File: src/design/lrupr_pkg.sv
`timescale 1ns / 1ps
// ----------------------------------------------------------------------------
// lrupr_pkg
// Types and constants shared by the LRU page replacement unit.
// ----------------------------------------------------------------------------
package lrupr_pkg;

	localparam int PAGE_BITS = 16;
	localparam int SLOT_W    = 3;
	localparam int FAULT_W   = 16;
	localparam int CFG_W     = 4;

	localparam logic [FAULT_W-1:0] FAULT_MAX    = '1;
	localparam logic [CFG_W-1:0]   FRAMES_RESET = 4'd8;

	typedef struct packed {
		logic                 first_of_sequence;
		logic [PAGE_BITS-1:0] page_number;
	} ref_item_t;

	typedef struct packed {
		logic                 hit;
		logic [SLOT_W-1:0]    slot;
		logic                 evicted_valid;
		logic [PAGE_BITS-1:0] evicted_page;
		logic [FAULT_W-1:0]   fault_total;
	} res_item_t;

	typedef enum logic [1:0] {
		ORD_HOLD,
		ORD_TOUCH,
		ORD_APPEND
	} order_op_t;

endpackage

File: src/design/lru_page_replacement_unit.sv
`timescale 1ns / 1ps
// ----------------------------------------------------------------------------
// lru_page_replacement_unit
// LRU page replacement over a set of frames, one page reference per item.
// ----------------------------------------------------------------------------
// Usage:
//   ref channel (ref_valid / ref_stall / ref_item) carries one page reference
//   per item; an item with first_of_sequence set clears frames, recency order
//   and fault count first and latches frames_in_use.
//   res channel (res_valid / res_stall / res_item) returns one result per
//   reference: hit, frame slot, evicted page and fault count.
//   cfg channel (cfg_valid / cfg_ready / cfg_data) writes frames_in_use; it is
//   always ready and the value applies at the next sequence start.
// An accepted item passes through the input register, then the lookup and
// recency update in a single pass into the result register.
// Throughput is one item per cycle while the receiver does not stall; each
// reference reads back the frame table and recency list updated before it.
// Reset clears all frames and counters and selects eight frames (capped at
// MAX_FRAMES). While the receiver stalls a full result register, the input
// register holds its item and ref_stall rises once both are occupied.
// ----------------------------------------------------------------------------
module lru_page_replacement_unit #(
	parameter int MAX_FRAMES = 8
) (
	input  logic                            clk,
	input  logic                            arst_n,
	input  logic                            ref_valid,
	output logic                            ref_stall,
	input  lrupr_pkg::ref_item_t            ref_item,
	output logic                            res_valid,
	input  logic                            res_stall,
	output lrupr_pkg::res_item_t            res_item,
	input  logic                            cfg_valid,
	output logic                            cfg_ready,
	input  logic [lrupr_pkg::CFG_W-1:0]     cfg_data
);
	import lrupr_pkg::*;

	localparam int FW = (MAX_FRAMES > 1) ? $clog2(MAX_FRAMES) : 1;
	localparam int CW = $clog2(MAX_FRAMES + 1);

	function automatic logic [CW-1:0] clamp_frames(input logic [CFG_W-1:0] v);
		logic [CW-1:0] r;
		if (v == '0) begin
			r = CW'(1);
		end else if (int'(v) > MAX_FRAMES) begin
			r = CW'(MAX_FRAMES);
		end else begin
			r = CW'(v);
		end
		return r;
	endfunction

	logic [CFG_W-1:0]     frames_in_use_q;
	logic [CW-1:0]        active_q;
	logic [CW-1:0]        count_q;
	logic [FAULT_W-1:0]   faults_q;
	logic [MAX_FRAMES-1:0] valid_q;
	logic [PAGE_BITS-1:0] page_q [MAX_FRAMES];

	logic      item_valid_s1;
	ref_item_t item_s1;
	logic      res_valid_q;
	res_item_t res_q;

	logic advance;
	logic step;

	logic                  fos;
	logic [MAX_FRAMES-1:0] valid_eff;
	logic [MAX_FRAMES-1:0] valid_nxt;
	logic [CW-1:0]         count_eff;
	logic [CW-1:0]         active_eff;
	logic [FAULT_W-1:0]    faults_eff;
	logic [FAULT_W-1:0]    faults_nxt;
	logic                  hit;
	logic [FW-1:0]         hit_idx;
	logic [FW-1:0]         free_idx;
	logic [FW-1:0]         lru_slot;
	logic                  full;
	order_op_t             op;
	logic [FW-1:0]         slot_sel;
	logic                  evict;
	logic [PAGE_BITS-1:0]  evicted_page;

	assign cfg_ready = 1'b1;
	assign advance   = !res_valid_q || !res_stall;
	assign ref_stall = item_valid_s1 && !advance;
	assign step      = item_valid_s1 && advance;

	// sequence start sees a cleared table
	assign fos        = item_s1.first_of_sequence;
	assign valid_eff  = fos ? '0 : valid_q;
	assign count_eff  = fos ? '0 : count_q;
	assign faults_eff = fos ? '0 : faults_q;
	assign active_eff = fos ? clamp_frames(frames_in_use_q) : active_q;
	assign full       = (count_eff == active_eff);

	lrupr_lookup #(
		.MAX_FRAMES(MAX_FRAMES)
	) u_lookup (
		.page        (item_s1.page_number),
		.frame_page  (page_q),
		.frame_valid (valid_eff),
		.active      (active_eff),
		.hit         (hit),
		.hit_idx     (hit_idx),
		.free_idx    (free_idx)
	);

	always_comb begin
		op       = ORD_HOLD;
		slot_sel = hit_idx;
		evict    = 1'b0;
		if (hit) begin
			op       = ORD_TOUCH;
			slot_sel = hit_idx;
		end else if (!full) begin
			op       = ORD_APPEND;
			slot_sel = free_idx;
		end else begin
			op       = ORD_TOUCH;
			slot_sel = lru_slot;
			evict    = 1'b1;
		end
		if (!step) begin
			op = ORD_HOLD;
		end
	end

	lrupr_order #(
		.MAX_FRAMES(MAX_FRAMES)
	) u_order (
		.clk      (clk),
		.op       (op),
		.slot     (slot_sel),
		.used     (count_eff),
		.lru_slot (lru_slot)
	);

	// mark the filled frame on a fault
	always_comb begin
		valid_nxt = valid_eff;
		if (!hit) begin
			valid_nxt[slot_sel] = 1'b1;
		end
	end

	assign evicted_page = evict ? page_q[slot_sel] : '0;
	assign faults_nxt   = (hit || faults_eff == FAULT_MAX) ? faults_eff
	                                                       : faults_eff + 1'b1;

	always_ff @(posedge clk or negedge arst_n) begin
		if (!arst_n) begin
			frames_in_use_q <= FRAMES_RESET;
			active_q        <= clamp_frames(FRAMES_RESET);
			count_q         <= '0;
			faults_q        <= '0;
			valid_q         <= '0;
			item_valid_s1   <= 1'b0;
			res_valid_q     <= 1'b0;
		end else begin
			if (cfg_valid && cfg_ready) begin
				frames_in_use_q <= cfg_data;
			end
			if (!ref_stall) begin
				item_valid_s1 <= ref_valid;
			end
			if (advance) begin
				res_valid_q <= item_valid_s1;
			end
			if (step) begin
				active_q <= active_eff;
				faults_q <= faults_nxt;
				valid_q  <= valid_nxt;
				count_q  <= (op == ORD_APPEND) ? count_eff + 1'b1 : count_eff;
			end
		end
	end

	always_ff @(posedge clk) begin
		if (ref_valid && !ref_stall) begin
			item_s1 <= ref_item;
		end
		if (step) begin
			if (!hit) begin
				page_q[slot_sel] <= item_s1.page_number;
			end
			res_q.hit           <= hit;
			res_q.slot          <= SLOT_W'(slot_sel);
			res_q.evicted_valid <= evict;
			res_q.evicted_page  <= evicted_page;
			res_q.fault_total   <= faults_nxt;
		end
	end

	assign res_valid = res_valid_q;
	assign res_item  = res_q;

endmodule

File: src/design/lrupr_lookup.sv
`timescale 1ns / 1ps
// ----------------------------------------------------------------------------
// lrupr_lookup
// Parallel compare of a page against all frames, plus first free frame search.
// ----------------------------------------------------------------------------
module lrupr_lookup #(
	parameter int MAX_FRAMES = 8,
	parameter int FW = (MAX_FRAMES > 1) ? $clog2(MAX_FRAMES) : 1,
	parameter int CW = $clog2(MAX_FRAMES + 1)
) (
	input  logic [lrupr_pkg::PAGE_BITS-1:0] page,
	input  logic [lrupr_pkg::PAGE_BITS-1:0] frame_page [MAX_FRAMES],
	input  logic [MAX_FRAMES-1:0]           frame_valid,
	input  logic [CW-1:0]                   active,
	output logic                            hit,
	output logic [FW-1:0]                   hit_idx,
	output logic [FW-1:0]                   free_idx
);
	import lrupr_pkg::*;

	always_comb begin
		hit      = 1'b0;
		hit_idx  = '0;
		free_idx = '0;
		// scan from the top so the lowest index wins
		for (int i = MAX_FRAMES - 1; i >= 0; i--) begin
			if (frame_valid[i] && frame_page[i] == page) begin
				hit     = 1'b1;
				hit_idx = FW'(i);
			end
			if (!frame_valid[i] && i < int'(active)) begin
				free_idx = FW'(i);
			end
		end
	end

endmodule

File: src/design/lrupr_order.sv
`timescale 1ns / 1ps
// ----------------------------------------------------------------------------
// lrupr_order
// Recency list of frame indices, least recent at position zero.
// ----------------------------------------------------------------------------
module lrupr_order #(
	parameter int MAX_FRAMES = 8,
	parameter int FW = (MAX_FRAMES > 1) ? $clog2(MAX_FRAMES) : 1,
	parameter int CW = $clog2(MAX_FRAMES + 1)
) (
	input  logic                  clk,
	input  lrupr_pkg::order_op_t  op,
	input  logic [FW-1:0]         slot,
	input  logic [CW-1:0]         used,
	output logic [FW-1:0]         lru_slot
);
	import lrupr_pkg::*;

	logic [FW-1:0]         order_q [MAX_FRAMES];
	logic [FW-1:0]         order_d [MAX_FRAMES];
	logic [MAX_FRAMES-1:0] match;
	logic [MAX_FRAMES-1:0] at_or_after;

	always_comb begin
		for (int i = 0; i < MAX_FRAMES; i++) begin
			match[i] = (i < int'(used)) && (order_q[i] == slot);
		end
		for (int i = 0; i < MAX_FRAMES; i++) begin
			at_or_after[i] = 1'b0;
			for (int j = 0; j <= i; j++) begin
				at_or_after[i] = at_or_after[i] | match[j];
			end
		end
	end

	always_comb begin
		for (int i = 0; i < MAX_FRAMES; i++) begin
			order_d[i] = order_q[i];
		end
		case (op)
			ORD_TOUCH: begin
				// close the gap at the touched entry, put it at the recent end
				for (int i = 0; i < MAX_FRAMES; i++) begin
					if (i + 1 == int'(used)) begin
						order_d[i] = slot;
					end else if (i + 1 < int'(used) && at_or_after[i]) begin
						if (i < MAX_FRAMES - 1) begin
							order_d[i] = order_q[i + 1];
						end
					end
				end
			end
			ORD_APPEND: begin
				for (int i = 0; i < MAX_FRAMES; i++) begin
					if (i == int'(used)) begin
						order_d[i] = slot;
					end
				end
			end
			default: begin
			end
		endcase
	end

	always_ff @(posedge clk) begin
		for (int i = 0; i < MAX_FRAMES; i++) begin
			order_q[i] <= order_d[i];
		end
	end

	assign lru_slot = order_q[0];

endmodule

File: config.mk
export PLATFORM = sky130hd
export DESIGN_NAME = lru_page_replacement_unit
export DESIGN_NICKNAME = d
export VERILOG_FILES = /design/src/design/lrupr_pkg.sv /design/src/design/lru_page_replacement_unit.sv /design/src/design/lrupr_lookup.sv /design/src/design/lrupr_order.sv
export SDC_FILE = /design/constraint.sdc
export NUM_CORES = 1
export LEC_CHECK = 0
export BUFFER_PORTS_ARGS = -buffer_cell sky130_fd_sc_hd__clkbuf_2
export CAP_MARGIN = 40
export CORE_ASPECT_RATIO = 0.5
export CORE_MARGIN = 2
export CORE_UTILIZATION = 56
export DETAILED_ROUTE_END_ITERATION = 8
export PLACE_DENSITY_LB_ADDON = 0.12
export SYNTH_ARGS = -nofsm -noshare
export SYNTH_HDL_FRONTEND = slang
export SYNTH_HIERARCHICAL = 1
export SYNTH_SLANG_ARGS = --single-unit
File: constraint.sdc
create_clock -name clk -period 4.7 [get_ports clk]
set_clock_uncertainty 0.05 [all_clocks]
set_input_delay 0.47 -clock clk [delete_from_list [all_inputs] [get_ports clk]]
set_output_delay 0.47 -clock clk [all_outputs]
set_load 0.02 [all_outputs]
==> metrics.md <==
| Metric | Value |
|---|---|
| Remaining DRCs | 0 |
| Avg Cell Area, Syn | 12.69 µm² |
| First-pass GRT wire length | 47660 µm |
| Die extent in y | ~110 µm |
| Worst hold path stage count | 1 |
| Full die area | roughly 24000 µm² |
| Routed Antenna Nets | 0 |
| Cell-internal power | around 4.6 mW |
| Reg2Reg Depth | 16 |
| Multi-input gate area | 5009 µm² |
| Crit Path Category | reg -> reg |
| Nets | 1144 |
| Final setup TNS | 0 ns |
| Req. time, crit path | between 4 and 5 ns |
| Area of placed instances | between 10000 and 15000 µm² |
| Max-slew headroom | 0.4058 |
| CP max stage cell | edfxtp_1 |
| Worst Path Buf+Inv | 3 |
| Layout cells sized above 1 | 0.2611 |
| Clk root buf | clkbuf_16 |
| Clock share of power | 0.262 |
| Startpoint types | register |
| Data arrival, critical path | 4.61 ns |
| Slowest stage delay, CP | roughly 0.65 ns |
| Psw | 2.271 mW |
| Critical Path Sink Type | register |
| CP Max Fanout | 16 |
| CP top delay family | simple AND/OR/NAND/NOR gates |
| Period utilization | 0.9495 |
| Clock Path Buffers | 3 |
| Hold Violations, Final | 0 |
| Yosys warns | 6 |
| Worst R2R Start | item_s1[12] |
| Post-route setup slack | 0.2372 ns |
| Final core occ | 0.6640 |
| Reg-to-Reg End | u_order/order_q[1][1] |
| Worst path cell trace | xnor2_1, nand4_1, nor4_1, buf_4, a31o_2, nor2_1, nand2_1, buf_4, a31oi_1, a21oi_1, buf_4, xor2_1, a2111oi_4, nor3_4, and2b_1, a31oi_1 |
| Core area | about 22000 µm² |
| CTS tree | yes |
| Endpoints failing setup | 0 |
| Type of the most critical hold path | in -> reg |
| Via density per instance | a little under 6 |
| Max Slew Vio Count | 0 |
| Post-Syn Area | around 12000 µm² |
| Largest family of logic cells by synthesized area | simple AND/OR/NAND/NOR gates |
| Simple-Gate Fraction of Synth Area | 0.1212 |
| Adder-cell share of the synthesized area | 0.004014 |
| Hpwl dp | 20910 µm |
| Fin cells | 1430 |
| # diodes | 0 |
| 1st-pass router iterations | 5 |
| Min Hold Slack | between 0.05 and 0.06 ns |
| Initial DRC count | approximately 860 |
| GRT overflow | 0 |
| Placed Cells | between 1000 and 1500 |
| Pre-CTS setup slack | -0.08803 ns |
| Combinational share of power | 0.314 |
| Chip width | about 220 µm |
| Crit-path most repeated cell | buf_4 |
| Total power | between 6 and 7 mW |
| Max Cap Viol | 0 |
| Multiplexer share of the synthesized area | 0.07686 |
| Largest net degree at the start of global routing | slightly below 50 |
| Clock-pin slew on the worst setup and hold paths | ~0.070 ns |
| Area Growth Syn to Fin | 15.95% |
| Leakage | 5.426 nW |
| Worst hold start | ref_item[8] |
| I/O pin count | 66 |
| Total power per unit cell area | about 470 nW/µm² |
| Compound-gate portion of the synthesized area | 0.07245 |
| Via count | 8435 |
| # fillers | roughly 1700 |
| Most used DFF post-synth | edfxtp_1 |
| Syn Inst Count | 983 |
| FF-to-FF setup slack | 0.24 ns |
| Status | complete, no violations |
| Flops & latches, synth | between 200 and 250 |
| Synth async-reset ratio | 0.1557 |
| # port buffers | between 60 and 70 |
| DRT Wirelength | 31810 µm |
| Number of synthesized flops with an enable pin | 206 |
| Vias in the first global route | between 8000 and 9000 |
| Register area share after synthesis | 0.5725 |
| RePlAce Congestion | just over 0.9 |
| Register area | roughly 7100 µm² |
| Worst-margin pin slew | 0.8895 ns |
| H-tree Lvls | 1 |
| Distinct cells, synth | 68 |
| Worst vdd ir | ~270 µV |
| GRT Overall Usage | 0.2697 |
| Hold endpoint | item_s1[8] |
| Skew-Pair Late Insertion Delay | 0.54 ns |
| Initial antenna violation count | 0 |
| Clock sinks | 244 |
| Net count after synthesis | roughly 1000 |
| Num CTS Buffers | 23 |
| Synth Area in XOR/XNOR | 0.1201 |
| Fin area | between 10000 and 15000 µm² |
| Rows | 38 |
| Min cycle time layout | 4.463 ns |
| Initial Util | 0.5726 |
| Sequential share of power | 0.424 |
| FMAX | between 200 and 250 MHz |
| Switch share | 0.3328 |
| WL/cell | between 20 and 25 µm |
routing by layer:
metal,part of all wire,vias to the layer above,GRT usage
li1,-,3845,-
met1,0.43,4159,0.3649
met2,0.45,358,0.4369
met3,0.093,73,0.07441
met4,0.027,0,0.06897
met5,0,-,0
what timing repair did:
item / 4_1_cts / 5_1_grt
hold buffers: 1 / 0
setup endpoints to repair: 9 / 31
pin swaps: 0 / 3
buffers inserted: 0 / 47
resized for setup: 1 / 14
endpoints found under the hold margin: 16 / 0
layout by cell type, fill, tap and decap left out, types with 5 or more instances in the layout:
cell type,n
nor4_1,8
nor2b_1,31
clkbuf_2,64
dfrtp_1,36
mux2i_1,26
xor2_1,44
o21ai_0,20
nor3_1,9
mux2_2,52
clkbuf_16,23
a2111oi_2,10
xnor2_1,123
a31oi_1,7
buf_12,7
o22ai_1,19
a21o_1,9
edfxtp_1,206
mux2_1,10
nor2_1,44
clkinv_1,5
a2111oi_1,6
and3_1,23
nand2_1,81
and2_1,6
buf_4,91
inv_1,12
nand2b_1,12
nand3_1,18
nand4_1,26
a21oi_1,20
cell families (layout without fill, tap and decap cells):
group,count (synthesis),after routing
buf+inv,73,220
simple gates,284,284
compound gates,118,118
flops,244,244
xor+xnor,171,171
fa+ha+maj,4,4
other cells,1,1
mux,88,88
power groups by stage:
stage	clock network [mW]	logic (mW)	registers, mW
finish	1.79	2.14	2.89
global route	1.89	2.30	2.92
CTS	1.81	2.05	2.91
detailed placement	0	2.04	2.95
global placement	0	2.01	2.94
floorplan	0	1.42	2.93
registers in the layout (all words and copies together), names as in the netlist:
signal           flops
active_q             4
count_q              4
faults_q            16
fos                  1
frames_in_use_q      4
item_s1             16
item_valid_s1        1
page_q             128
res_item            37
res_valid            1
u_order/order_q     24
valid_q              8
worst max-delay path by stage:
stage	start	endpoint	slack [ns]	depth (start not counted)
floorplan	fos	u_order/order_q[1][6]	0.09	19
global placement	item_s1[0]	u_order/order_q[1][8]	0.01	14
detailed placement	item_s1[0]	u_order/order_q[1][8]	-0.09	14
CTS	item_s1[8]	u_order/order_q[1][8]	0.01	15
global route	item_s1[8]	u_order/order_q[0][4]	-0.05	18
finish	item_s1[12]	u_order/order_q[1][1]	0.24	16
area by class of cell:
class                      count  area share
clock buffer                  27     0.04084
clock inverter                14    0.006923
inverter                      14    0.003634
multi-input combinational    666      0.3464
sequential                   244      0.4938
tap                          300     0.02596
timing repair buffer         165     0.08247
cell usage after synthesis, types with 3 or more instances:
cell type / n / area [µm²]
a21oi_1: 21 / 105.1
nand2b_1: 12 / 75.07
ha_1: 4 / 50.05
xor2_1: 44 / 385.4
or3_1: 3 / 18.77
mux2_1: 10 / 112.6
a21o_1: 9 / 67.56
nor3_1: 10 / 50.05
a2111oi_1: 6 / 60.06
o21ai_0: 21 / 105.1
mux2_2: 52 / 585.6
nand2_1: 81 / 304.0
and2_1: 6 / 37.54
dfrtp_1: 36 / 900.9
nor2_1: 44 / 165.2
nand4_1: 26 / 162.7
mux2i_1: 26 / 260.3
buf_4: 11 / 82.58
nor4_2: 4 / 50.05
a31oi_1: 7 / 43.79
clkbuf_1: 20 / 75.07
nand3_1: 18 / 90.09
buf_6: 9 / 101.4
nor2b_1: 31 / 193.9
a2111oi_2: 10 / 150.1
inv_1: 13 / 48.80
nor4_1: 10 / 62.56
edfxtp_1: 206 / 6186
o22ai_1: 19 / 118.9
and3_1: 23 / 143.9
buf_2: 18 / 90.09
xnor2_1: 127 / 1112
worst reg2reg max path, cell delays in order (launching register included):
cell and delay [ns]:
edfxtp_1 0.65, xnor2_1 0.34, nand4_1 0.22, nor4_1 0.50, buf_4 0.20, a31o_2 0.16
nor2_1 0.04, nand2_1 0.14, buf_4 0.22, a31oi_1 0.07, a21oi_1 0.16, buf_4 0.24
xor2_1 0.13, a2111oi_4 0.39, nor3_4 0.07, and2b_1 0.21, a31oi_1 0.34
Power figures use the tool's default switching activity.
